==> config.mk <==
export PLATFORM = sky130hd
export DESIGN_NAME = mips_constant_pointer_scanner
export DESIGN_NICKNAME = d
export VERILOG_FILES = /design/src/hw/rtl/mcps_pkg.sv /design/src/hw/rtl/mcps_ram.sv /design/src/hw/rtl/mcps_targets.sv /design/src/hw/rtl/mcps_out_fifo.sv /design/src/hw/rtl/mips_constant_pointer_scanner.sv
export VERILOG_INCLUDE_DIRS = /design/src /design/src/hw/rtl
export SDC_FILE = /design/constraint.sdc
export NUM_CORES = 2
export LEC_CHECK = 0
export BUFFER_PORTS_ARGS = -buffer_cell sky130_fd_sc_hd__buf_2
export CAP_MARGIN = 20
export CORE_MARGIN = 2
export CORE_UTILIZATION = 57
export DETAILED_ROUTE_END_ITERATION = 6
export PLACE_DENSITY = 0.86
export SETUP_SLACK_MARGIN = 0.3
export SYNTH_ARGS = -nofsm -noshare
export SYNTH_HDL_FRONTEND = slang
export SYNTH_SLANG_ARGS = --single-unit
==> constraint.sdc <==
create_clock -name clk -period 9.9 [get_ports clk]
set_clock_uncertainty 0.15 [all_clocks]
set_input_delay 1.485 -clock clk [delete_from_list [all_inputs] [get_ports clk]]
set_output_delay 1.485 -clock clk [all_outputs]
set_load 0.1 [all_outputs]
==> src/hw/rtl/assert_macros.svh <==
// Shared assertion macros for the RTL.
`ifndef ASSERT_MACROS_SVH
`define ASSERT_MACROS_SVH

// Check a property on every rising clk edge outside of reset.
`define ASSERT_CLK(label, prop, msg) \
    label: assert property (@(posedge clk) disable iff (!rst_n) (prop)) else $error(msg);

// Check that a condition implies another condition in the next cycle.
`define ASSERT_NEXT(label, cond, prop, msg) \
    label: assert property (@(posedge clk) disable iff (!rst_n) (cond) |=> (prop)) \
        else $error(msg);

`endif

==> src/hw/rtl/mcps_pkg.sv <==
`default_nettype none

package mcps_pkg;

    // Input word modes
    localparam logic [1:0] MODE_LOAD  = 2'd0;
    localparam logic [1:0] MODE_SCAN  = 2'd1;
    localparam logic [1:0] MODE_START = 2'd2;

    // MIPS primary opcodes that build constants
    localparam logic [5:0] OP_LUI   = 6'b001111;
    localparam logic [5:0] OP_ADDI  = 6'b001000;
    localparam logic [5:0] OP_ADDIU = 6'b001001;
    localparam logic [5:0] OP_ORI   = 6'b001101;

    // Result kinds
    localparam logic KIND_DATA = 1'b0;
    localparam logic KIND_REG  = 1'b1;

    localparam int NUM_REGS        = 32;
    localparam int REG_IDX_W       = 5;
    localparam int SLOT_W          = 3;
    localparam int POS_W           = 30;
    localparam int NUM_TARGETS_DEF = 8;
    localparam int OUT_DEPTH       = 8;

    typedef struct packed {
        logic [1:0]        mode;
        logic [31:0]       word;
        logic [SLOT_W-1:0] slot;
    } mcps_in_t;

    typedef struct packed {
        logic              kind;
        logic [31:0]       first_address;
        logic [31:0]       second_address;
        logic [SLOT_W-1:0] target_index;
        logic              first_hit;
        logic              last;
    } mcps_out_t;

    typedef struct packed {
        logic load;
        logic clear;
        logic scan;
        logic upd;
    } mcps_tgt_ctl_t;

    typedef struct packed {
        logic              hit;
        logic [SLOT_W-1:0] index;
        logic              first;
    } mcps_match_t;

endpackage

`default_nettype wire

==> src/hw/rtl/mcps_ram.sv <==
`default_nettype none

module mcps_ram #(
    parameter int WIDTH = 32,
    parameter int DEPTH = 32
) (
    input  wire logic                     clk,
    input  wire logic                     we,
    input  wire logic [$clog2(DEPTH)-1:0] waddr,
    input  wire logic [WIDTH-1:0]         wdata,
    input  wire logic [$clog2(DEPTH)-1:0] raddr,
    output logic      [WIDTH-1:0]         rdata
);

    logic [WIDTH-1:0] mem_reg [DEPTH];
    logic [WIDTH-1:0] rdata_reg;

    always_ff @(posedge clk)
    begin
        if (we)
        begin
            mem_reg[waddr] <= wdata;
        end
        rdata_reg <= mem_reg[raddr];
    end

    assign rdata = rdata_reg;

endmodule

`default_nettype wire

==> src/hw/rtl/mcps_targets.sv <==
`default_nettype none

module mcps_targets
    import mcps_pkg::*;
#(
    parameter int NUM_TARGETS = NUM_TARGETS_DEF
) (
    input  wire logic              clk,
    input  wire logic              rst_n,
    input  wire mcps_tgt_ctl_t     ctl,
    input  wire logic [SLOT_W-1:0] slot,
    input  wire logic [31:0]       load_value,
    input  wire logic [31:0]       raw_value,
    input  wire logic [31:0]       reg_value,
    output mcps_match_t            raw_match,
    output mcps_match_t            reg_match
);

    localparam int TIDX_W = (NUM_TARGETS > 1) ? $clog2(NUM_TARGETS) : 1;

    logic [31:0]            value_reg [NUM_TARGETS];
    logic [NUM_TARGETS-1:0] valid_reg;
    logic [NUM_TARGETS-1:0] seen_reg;

    logic              raw_found;
    logic              reg_found;
    logic [TIDX_W-1:0] raw_idx;
    logic [TIDX_W-1:0] reg_idx;

    // Lowest valid slot wins: walk from the top down.
    always_comb
    begin
        raw_found = 1'b0;
        reg_found = 1'b0;
        raw_idx   = '0;
        reg_idx   = '0;
        for (int i = NUM_TARGETS - 1; i >= 0; i--)
        begin
            if (valid_reg[i] && (value_reg[i] == raw_value))
            begin
                raw_found = 1'b1;
                raw_idx   = TIDX_W'(i);
            end
            if (valid_reg[i] && (value_reg[i] == reg_value))
            begin
                reg_found = 1'b1;
                reg_idx   = TIDX_W'(i);
            end
        end
    end

    always_comb
    begin
        raw_match.hit   = ctl.scan && raw_found;
        raw_match.index = SLOT_W'(32'(raw_idx));
        raw_match.first = !seen_reg[raw_idx];
        reg_match.hit   = ctl.upd && reg_found;
        reg_match.index = SLOT_W'(32'(reg_idx));
        // A raw hit on the same slot in this word has already marked it.
        reg_match.first = !seen_reg[reg_idx] && !(raw_match.hit && (raw_idx == reg_idx));
    end

    always_ff @(posedge clk)
    begin
        for (int i = 0; i < NUM_TARGETS; i++)
        begin
            if (ctl.load && (32'(slot) == 32'(i)))
            begin
                value_reg[i] <= load_value;
            end
        end
    end

    always_ff @(posedge clk or negedge rst_n)
    begin
        if (!rst_n)
        begin
            valid_reg <= '0;
            seen_reg  <= '0;
        end
        else if (ctl.clear)
        begin
            seen_reg <= '0;
        end
        else
        begin
            for (int i = 0; i < NUM_TARGETS; i++)
            begin
                if (ctl.load && (32'(slot) == 32'(i)))
                begin
                    valid_reg[i] <= 1'b1;
                    seen_reg[i]  <= 1'b0;
                end
            end
            if (raw_match.hit)
            begin
                seen_reg[raw_idx] <= 1'b1;
            end
            if (reg_match.hit)
            begin
                seen_reg[reg_idx] <= 1'b1;
            end
        end
    end

endmodule

`default_nettype wire

==> src/hw/rtl/mcps_out_fifo.sv <==
`default_nettype none

module mcps_out_fifo
    import mcps_pkg::*;
#(
    parameter int DEPTH = OUT_DEPTH
) (
    input  wire logic                   clk,
    input  wire logic                   rst_n,
    input  wire logic                   push_a,
    input  wire mcps_out_t              data_a,
    input  wire logic                   push_b,
    input  wire mcps_out_t              data_b,
    output logic                        valid,
    input  wire logic                   stall,
    output mcps_out_t                   data,
    output logic [$clog2(DEPTH):0]      level
);

    // DEPTH is a power of two; pointers wrap naturally.
    localparam int PTR_W = $clog2(DEPTH);
    localparam int CNT_W = PTR_W + 1;

    mcps_out_t          mem_reg [DEPTH];
    logic [PTR_W-1:0]   wr_ptr_reg;
    logic [PTR_W-1:0]   rd_ptr_reg;
    logic [CNT_W-1:0]   count_reg;
    logic [PTR_W-1:0]   wr_ptr_b;
    logic               pop;
    logic [CNT_W-1:0]   count_next;
    logic [PTR_W-1:0]   wr_ptr_next;

    assign valid    = (count_reg != '0);
    assign data     = mem_reg[rd_ptr_reg];
    assign level    = count_reg;
    assign pop      = valid && !stall;
    assign wr_ptr_b = wr_ptr_reg + PTR_W'(1);

    always_comb
    begin
        count_next  = count_reg + CNT_W'(push_a) + CNT_W'(push_b) - CNT_W'(pop);
        wr_ptr_next = wr_ptr_reg + PTR_W'(push_a) + PTR_W'(push_b);
    end

    always_ff @(posedge clk)
    begin
        if (push_a)
        begin
            mem_reg[wr_ptr_reg] <= data_a;
        end
        if (push_b)
        begin
            mem_reg[wr_ptr_b] <= data_b;
        end
    end

    always_ff @(posedge clk or negedge rst_n)
    begin
        if (!rst_n)
        begin
            wr_ptr_reg <= '0;
            rd_ptr_reg <= '0;
            count_reg  <= '0;
        end
        else
        begin
            wr_ptr_reg <= wr_ptr_next;
            count_reg  <= count_next;
            if (pop)
            begin
                rd_ptr_reg <= rd_ptr_reg + PTR_W'(1);
            end
        end
    end

endmodule

`default_nettype wire

==> src/hw/rtl/mips_constant_pointer_scanner.sv <==
// MIPS constant pointer scanner.
// Scan channel (scan_valid / scan_stall / scan_data) takes one word per cycle
// while scan_stall is low: mode load writes a target value into a slot, mode
// start begins a new image and mode scan reads one instruction or data word.
// Hit channel (hit_valid / hit_stall / hit_data) returns up to two results per
// scanned word, the raw data pointer first; last marks the final one.
// An accepted word is registered into stage 1, which writes its results into
// the output queue; the two results of a word enter the queue together and
// leave it in turn. The register file and the LUI address table sit in
// single-port-read RAMs read in the accept cycle and written in the cycle
// after, with a one-deep forwarding path for back-to-back accesses to the
// same register.
// Results go into an eight-word output queue; scan_stall rises when the queue
// could not take the results of one more word, so a receiver stall fills the
// queue first and then holds the scan side. Nothing is ever dropped.
// Reset: registers, LUI addresses, position and hit marks read as zero at once
// through per-entry valid bits (no clearing pass); all targets are invalid
// and base_address is zero, which the user writes through the APB port at
// byte address 0 only while the block is idle; the block does not enforce it.
`default_nettype none

module mips_constant_pointer_scanner
    import mcps_pkg::*;
#(
    parameter int NUM_TARGETS = NUM_TARGETS_DEF
) (
    input  wire logic        clk,
    input  wire logic        rst_n,
    input  wire logic        scan_valid,
    output logic             scan_stall,
    input  wire mcps_in_t    scan_data,
    output logic             hit_valid,
    input  wire logic        hit_stall,
    output mcps_out_t        hit_data,
    input  wire logic        psel,
    input  wire logic        penable,
    input  wire logic        pwrite,
    input  wire logic [2:0]  paddr,
    input  wire logic [31:0] pwdata,
    output logic [31:0]      prdata,
    output logic             pready
);

    localparam int LVL_W = $clog2(OUT_DEPTH) + 1;
    localparam int SUM_W = LVL_W + 1;

    // Configuration
    logic [31:0] base_reg;

    // Stage 1: the word accepted in the previous cycle
    logic         s1_valid_reg;
    mcps_in_t     s1_data_reg;

    // Image state
    logic [POS_W-1:0]    pos_reg;
    logic [NUM_REGS-1:0] reg_vld_reg;
    logic [NUM_REGS-1:0] lui_vld_reg;

    // Forwarding of the last write to each RAM
    logic                 fwd_reg_valid_reg;
    logic [REG_IDX_W-1:0] fwd_reg_addr_reg;
    logic [31:0]          fwd_reg_data_reg;
    logic                 fwd_lui_valid_reg;
    logic [REG_IDX_W-1:0] fwd_lui_addr_reg;
    logic [31:0]          fwd_lui_data_reg;

    logic                 accept;
    logic [31:0]          reg_rdata;
    logic [31:0]          lui_rdata;
    logic [5:0]           op;
    logic [REG_IDX_W-1:0] rs;
    logic [REG_IDX_W-1:0] rt;
    logic [15:0]          imm;
    logic                 is_scan;
    logic                 is_start;
    logic                 is_load;
    logic [31:0]          addr;
    logic [31:0]          rs_val;
    logic [31:0]          lui_val;
    logic [31:0]          calc_val;
    logic [31:0]          new_val;
    logic                 upd;
    logic                 reg_we;
    logic                 lui_we;
    logic [31:0]          lui_result;

    mcps_tgt_ctl_t tgt_ctl;
    mcps_match_t   raw_match;
    mcps_match_t   reg_match;
    mcps_out_t     res_raw;
    mcps_out_t     res_reg;
    mcps_out_t     push_a_data;
    logic          push_a;
    logic          push_b;
    logic [LVL_W-1:0] level;
    logic [SUM_W-1:0] need;

    // APB: register 0 at byte addresses 0 to 3, addresses 4 to 7 read zero.
    assign pready = 1'b1;
    assign prdata = (paddr[2] == 1'b0) ? base_reg : 32'd0;

    // Hold the scan side when the queue might not take one more word's results.
    assign need = SUM_W'(level) + (s1_valid_reg ? SUM_W'(2) : SUM_W'(0)) + SUM_W'(2);
    assign scan_stall = (need > SUM_W'(OUT_DEPTH));
    assign accept     = scan_valid && !scan_stall;

    // Read both RAMs straight from the incoming word.
    mcps_ram #(
        .WIDTH(32),
        .DEPTH(NUM_REGS)
    ) u_reg_ram (
        .clk   (clk),
        .we    (reg_we),
        .waddr (rt),
        .wdata (new_val),
        .raddr (scan_data.word[25:21]),
        .rdata (reg_rdata)
    );

    mcps_ram #(
        .WIDTH(32),
        .DEPTH(NUM_REGS)
    ) u_lui_ram (
        .clk   (clk),
        .we    (lui_we),
        .waddr (rt),
        .wdata (addr),
        .raddr (scan_data.word[20:16]),
        .rdata (lui_rdata)
    );

    // Decode the word in stage 1.
    assign op       = s1_data_reg.word[31:26];
    assign rs       = s1_data_reg.word[25:21];
    assign rt       = s1_data_reg.word[20:16];
    assign imm      = s1_data_reg.word[15:0];
    assign is_scan  = s1_valid_reg && (s1_data_reg.mode == MODE_SCAN);
    assign is_start = s1_valid_reg && (s1_data_reg.mode == MODE_START);
    assign is_load  = s1_valid_reg && (s1_data_reg.mode == MODE_LOAD);
    assign addr     = base_reg + {pos_reg, 2'b00};

    // Take the last write if it hit the same register; an entry never
    // written since the image start reads zero.
    always_comb
    begin
        if (fwd_reg_valid_reg && (fwd_reg_addr_reg == rs))
        begin
            rs_val = fwd_reg_data_reg;
        end
        else
        begin
            rs_val = reg_vld_reg[rs] ? reg_rdata : 32'd0;
        end
        if (fwd_lui_valid_reg && (fwd_lui_addr_reg == rt))
        begin
            lui_val = fwd_lui_data_reg;
        end
        else
        begin
            lui_val = lui_vld_reg[rt] ? lui_rdata : 32'd0;
        end
    end

    always_comb
    begin
        upd      = 1'b0;
        calc_val = 32'd0;
        case (op)
            OP_LUI:
            begin
                upd      = 1'b1;
                calc_val = {imm, 16'h0000};
            end
            OP_ADDI, OP_ADDIU:
            begin
                upd      = 1'b1;
                calc_val = rs_val + {{16{imm[15]}}, imm};
            end
            OP_ORI:
            begin
                upd      = 1'b1;
                calc_val = rs_val | {16'h0000, imm};
            end
            default:
            begin
                upd      = 1'b0;
                calc_val = 32'd0;
            end
        endcase
    end

    // Register 0 stays zero; its LUI address is still kept.
    assign new_val    = (rt == '0) ? 32'd0 : calc_val;
    assign reg_we     = is_scan && upd;
    assign lui_we     = is_scan && (op == OP_LUI);
    assign lui_result = (op == OP_LUI) ? addr : lui_val;

    always_comb
    begin
        tgt_ctl.load  = is_load;
        tgt_ctl.clear = is_start;
        tgt_ctl.scan  = is_scan;
        tgt_ctl.upd   = reg_we;
    end

    mcps_targets #(
        .NUM_TARGETS(NUM_TARGETS)
    ) u_targets (
        .clk        (clk),
        .rst_n      (rst_n),
        .ctl        (tgt_ctl),
        .slot       (s1_data_reg.slot),
        .load_value (s1_data_reg.word),
        .raw_value  (s1_data_reg.word),
        .reg_value  (new_val),
        .raw_match  (raw_match),
        .reg_match  (reg_match)
    );

    // Build results; the raw pointer goes first when both are found.
    always_comb
    begin
        res_raw.kind           = KIND_DATA;
        res_raw.first_address  = addr;
        res_raw.second_address = 32'd0;
        res_raw.target_index   = raw_match.index;
        res_raw.first_hit      = raw_match.first;
        res_raw.last           = !reg_match.hit;

        res_reg.kind           = KIND_REG;
        res_reg.first_address  = lui_result;
        res_reg.second_address = addr;
        res_reg.target_index   = reg_match.index;
        res_reg.first_hit      = reg_match.first;
        res_reg.last           = 1'b1;

        push_a      = raw_match.hit || reg_match.hit;
        push_b      = raw_match.hit && reg_match.hit;
        push_a_data = raw_match.hit ? res_raw : res_reg;
    end

    mcps_out_fifo #(
        .DEPTH(OUT_DEPTH)
    ) u_out_fifo (
        .clk    (clk),
        .rst_n  (rst_n),
        .push_a (push_a),
        .data_a (push_a_data),
        .push_b (push_b),
        .data_b (res_reg),
        .valid  (hit_valid),
        .stall  (hit_stall),
        .data   (hit_data),
        .level  (level)
    );

    // Payload registers
    always_ff @(posedge clk)
    begin
        if (accept)
        begin
            s1_data_reg <= scan_data;
        end
        fwd_reg_addr_reg <= rt;
        fwd_reg_data_reg <= new_val;
        fwd_lui_addr_reg <= rt;
        fwd_lui_data_reg <= addr;
    end

    // Control state
    always_ff @(posedge clk or negedge rst_n)
    begin
        if (!rst_n)
        begin
            base_reg          <= 32'd0;
            s1_valid_reg      <= 1'b0;
            pos_reg           <= '0;
            reg_vld_reg       <= '0;
            lui_vld_reg       <= '0;
            fwd_reg_valid_reg <= 1'b0;
            fwd_lui_valid_reg <= 1'b0;
        end
        else
        begin
            if (psel && penable && pwrite && (paddr[2] == 1'b0))
            begin
                base_reg <= pwdata;
            end
            s1_valid_reg      <= accept;
            fwd_reg_valid_reg <= reg_we;
            fwd_lui_valid_reg <= lui_we;
            if (is_start)
            begin
                pos_reg     <= '0;
                reg_vld_reg <= '0;
                lui_vld_reg <= '0;
            end
            else if (is_scan)
            begin
                pos_reg <= pos_reg + POS_W'(1);
                if (reg_we)
                begin
                    reg_vld_reg[rt] <= 1'b1;
                end
                if (lui_we)
                begin
                    lui_vld_reg[rt] <= 1'b1;
                end
            end
        end
    end

`include "assert_macros.svh"

    `ASSERT_NEXT(a_accept_enters_s1, accept, s1_valid_reg, "accepted word missing in stage 1")
    `ASSERT_NEXT(a_fwd_follows_write, reg_we, fwd_reg_valid_reg && (fwd_reg_data_reg == $past(new_val)), "register write not forwarded")
    `ASSERT_NEXT(a_start_clears_pos, is_start, (pos_reg == '0) && (reg_vld_reg == '0), "image start left state")
    `ASSERT_CLK(a_queue_bound, SUM_W'(level) <= SUM_W'(OUT_DEPTH), "output queue overflow")

endmodule

`default_nettype wire

==> flow_summary.json <==
{
  "viasPerCell": 7.74,
  "ctsLongestPathBuffers": 4,
  "hold_class": "reg -> reg",
  "grtUsageMet3_pct": 12.8,
  "syn-num-nets": 8200,
  "cap_violations": 0,
  "rr_worst_depth": 26,
  "use_met2_pct": 60.2,
  "routedWlPerCell_um": 42.9,
  "power.density_nw_per_um2": 219,
  "required_ns": 10.51,
  "holdWs_ns": 0.329,
  "timing.rr.end": "u_out_fifo.mem_reg[3][67]",
  "cts_hold_buf": 0,
  "worst_path_dominant_cell_family": "simple AND/OR/NAND/NOR gates",
  "final_cell_mix": "edfxtp_1 (2,885), mux4_2 (788), nor2_1 (576)",
  "fin_setup_tns_ns": 0,
  "die_area_um2": 243000,
  "num-fill-cells": 14600,
  "syn_area_um2": 136000,
  "drc_errors": 682,
  "path_common_cell": "or4_1",
  "cp-start-kind": "register",
  "fin_nets": 8646,
  "rsz0062_at_grt": "no",
  "dieWidth_um": 493,
  "numCtsBuffers": 328,
  "vias": 92300,
  "timing.final.crit_share_pct": 95.3,
  "power_mw": 33.9,
  "ios": 184,
  "port_buffers": 180,
  "relSlewSlack_pct": 8.59,
  "grt_pass1_vias": 87700,
  "critPathMaxStageDelay_ns": 0.73,
  "htreeDepth": 5,
  "reg2reg_slack_ns": 0.46,
  "start_util_pct": 57.3,
  "drt_first_pass_iters": 7,
  "whs_path_depth": 2,
  "yosys_most_used_dff": "edfxtp_1",
  "path_clk_slew_ns": 0.08,
  "status": "finished with violations",
  "ys_warn_count": 0,
  "area_growth_pct": 13.9,
  "worstReg2RegStart": "rs[0]",
  "crit_path_end_kind": "register",
  "hold_viol_final": 0,
  "die_h_um": 493,
  "ys_seq_area_share_pct": 68.7,
  "critPathSlowestCell": "a211oi_2",
  "grt.total_usage_pct": 40.0,
  "async_flop_share_pct": 4.86,
  "regArea_um2": 93500,
  "failed_checks": "DRC",
  "maxSlewViolCount": 0,
  "post-route-min-period_ns": 9.44,
  "cts_tree": "done",
  "ys_types": 113,
  "ys_ff_latch": 3189,
  "finalSetupViolations": 0,
  "synth.avg_cell_area_um2": 17.0,
  "drt-total-wl_um": 511000,
  "min_from": "u_out_fifo.mem_reg[6][69]",
  "clock-sinks": 3189,
  "dpl.hpwl_um": 273000,
  "critPathArrivalTime_ns": 10.05,
  "critPathKind": "reg -> reg",
  "synth_edf_count": 2885,
  "max_freq_ghz": 0.106,
  "grt_pass1_wl_um": 679000,
  "crit_buf_inv": 2,
  "worstPathMaxFanout": 13,
  "worstSkewPairLatency_ns": 1.05,
  "gp_congestion": 1.08,
  "p_leak_nw": 48.2,
  "drive_above_1_share_pct": 25.8,
  "multiInputGateArea_um2": 41000,
  "ant_nets": 0,
  "core_area_um2": 238000,
  "hold_end": "u_out_fifo.mem_reg[6][69]",
  "first_iter_violations": 19700,
  "grt.met1_usage_pct": 50.8,
  "num_rows": 179,
  "busiest_layer": "met2",
  "grt_overflow": 0,
  "ir_worst_vdd_v": 0.000216,
  "synthCells": 8025,
  "clock_tree.root_cell": "clkbuf_16",
  "antenna_found_initial": 51,
  "worst_slew_pin_slew_ns": 1.37,
  "grt_max_degree": 154,
  "layout_commonest_cell": "edfxtp_1"
}
==> metrics by stage <==
step	util, %	setup slack (ns)	std cells	cell area (um^2)
floorplan	-	0.433	8025	136000
global placement	60.2	0.757	11200	143000
detailed placement	60.3	0.503	11300	143000
CTS	64.8	0.345	11800	154000
global route	65.3	0.373	11900	155000
finish	65.3	0.461	11900	155000
==> power by group <==
part / leakage, nW / total, mW / internal (mW) / switching, mW
combinational: 15.8 / 5.38 / 1.62 / 3.76
clock: 5.26 / 12.9 / 7.35 / 5.58
sequential: 27.2 / 15.6 / 15.2 / 0.351
==> tightest hold or removal path: cells and delay by family, from the launching register on <==
kind | cells | cell delay (ns)
flops | 1 | 0.31
simple gates | 2 | 0.12
==> timing repair <==
item,CTS,global route
setup buffers,0,4
gates resized for setup,0,24
setup endpoints to repair,0,1106
==> final cells by class <==
class	count	share of cell area [%]
flip-flops and latches	3189	60.3
multi-input cells	4190	26.4
clock buffers	390	5.61
repair buffers	601	3.35
well taps	3167	2.55
clock inverters	186	1.32
inverters	161	0.390
diodes	30	0.0484
==> synth_stat cells, drive strengths merged (22+ instances only) <==
| cell type | n | area share [%] |
|---|---|---|
| nand2 | 308 | 0.85 |
| mux4 | 788 | 13 |
| nand3 | 95 | 0.36 |
| o22ai | 299 | 1.4 |
| ha | 91 | 0.84 |
| nand4 | 111 | 0.51 |
| mux2 | 185 | 1.5 |
| nor4 | 72 | 0.35 |
| a21o | 31 | 0.17 |
| xnor2 | 287 | 1.8 |
| edfxtp | 2885 | 64 |
| and2 | 30 | 0.14 |
| buf | 160 | 0.54 |
| a211oi | 34 | 0.19 |
| clkbuf | 325 | 0.90 |
| nand2b | 26 | 0.12 |
| dfxtp | 149 | 2.2 |
| nor3 | 78 | 0.30 |
| a31oi | 27 | 0.14 |
| mux2i | 42 | 0.31 |
| a22oi | 25 | 0.14 |
| o21ai | 184 | 0.68 |
| xor2 | 143 | 0.92 |
| dfrtp | 155 | 2.8 |
| nor2 | 652 | 1.8 |
| o211ai | 26 | 0.15 |
| a21oi | 148 | 0.55 |
| inv | 160 | 0.44 |
| o21a | 36 | 0.20 |
| a221o | 34 | 0.25 |
| and3 | 27 | 0.12 |
| or3 | 28 | 0.13 |
| nor2b | 50 | 0.23 |
| o32ai | 22 | 0.15 |
==> kinds of logic after synthesis <==
logic type               after synthesis  synth area share [%]
AND/OR/NAND/NOR                     1564                  5.42
XOR/XNOR                             430                  2.77
buffers and inverters                646                  1.88
multiplexers                        1015                  14.9
other                                  1               0.00275
flip-flops                          3189                  68.7
adder cells (fa/ha/maj)               96                 0.910
AO/OA/AOI/OAI                       1084                  5.47
==> per-layer routing <==
metal | vias up | wire length (um)
met5 | - | 260
met4 | 27 | 47300
met3 | 2977 | 79300
met2 | 10900 | 224000
met1 | 45300 | 160000
li1 | 33100 | -
==> how the worst max path moves through the flow <==
stage / startpoint / end / slack [ns] / cells after the start
after global routing: rs[0] / u_out_fifo.mem_reg[0][67] / 0.37 / 27
after detailed placement: rs[1] / u_out_fifo.mem_reg[6][42] / 0.50 / 27
final: rs[0] / u_out_fifo.mem_reg[3][67] / 0.46 / 26
after CTS: rs[1] / u_out_fifo.mem_reg[6][43] / 0.35 / 27
after global placement: rs[1] / u_out_fifo.mem_reg[0][31] / 0.76 / 27
after floorplan: rs[1] / u_out_fifo.mem_reg[0][10] / 0.43 / 30
No activity file was read; power rests on OpenSTA's default activity.
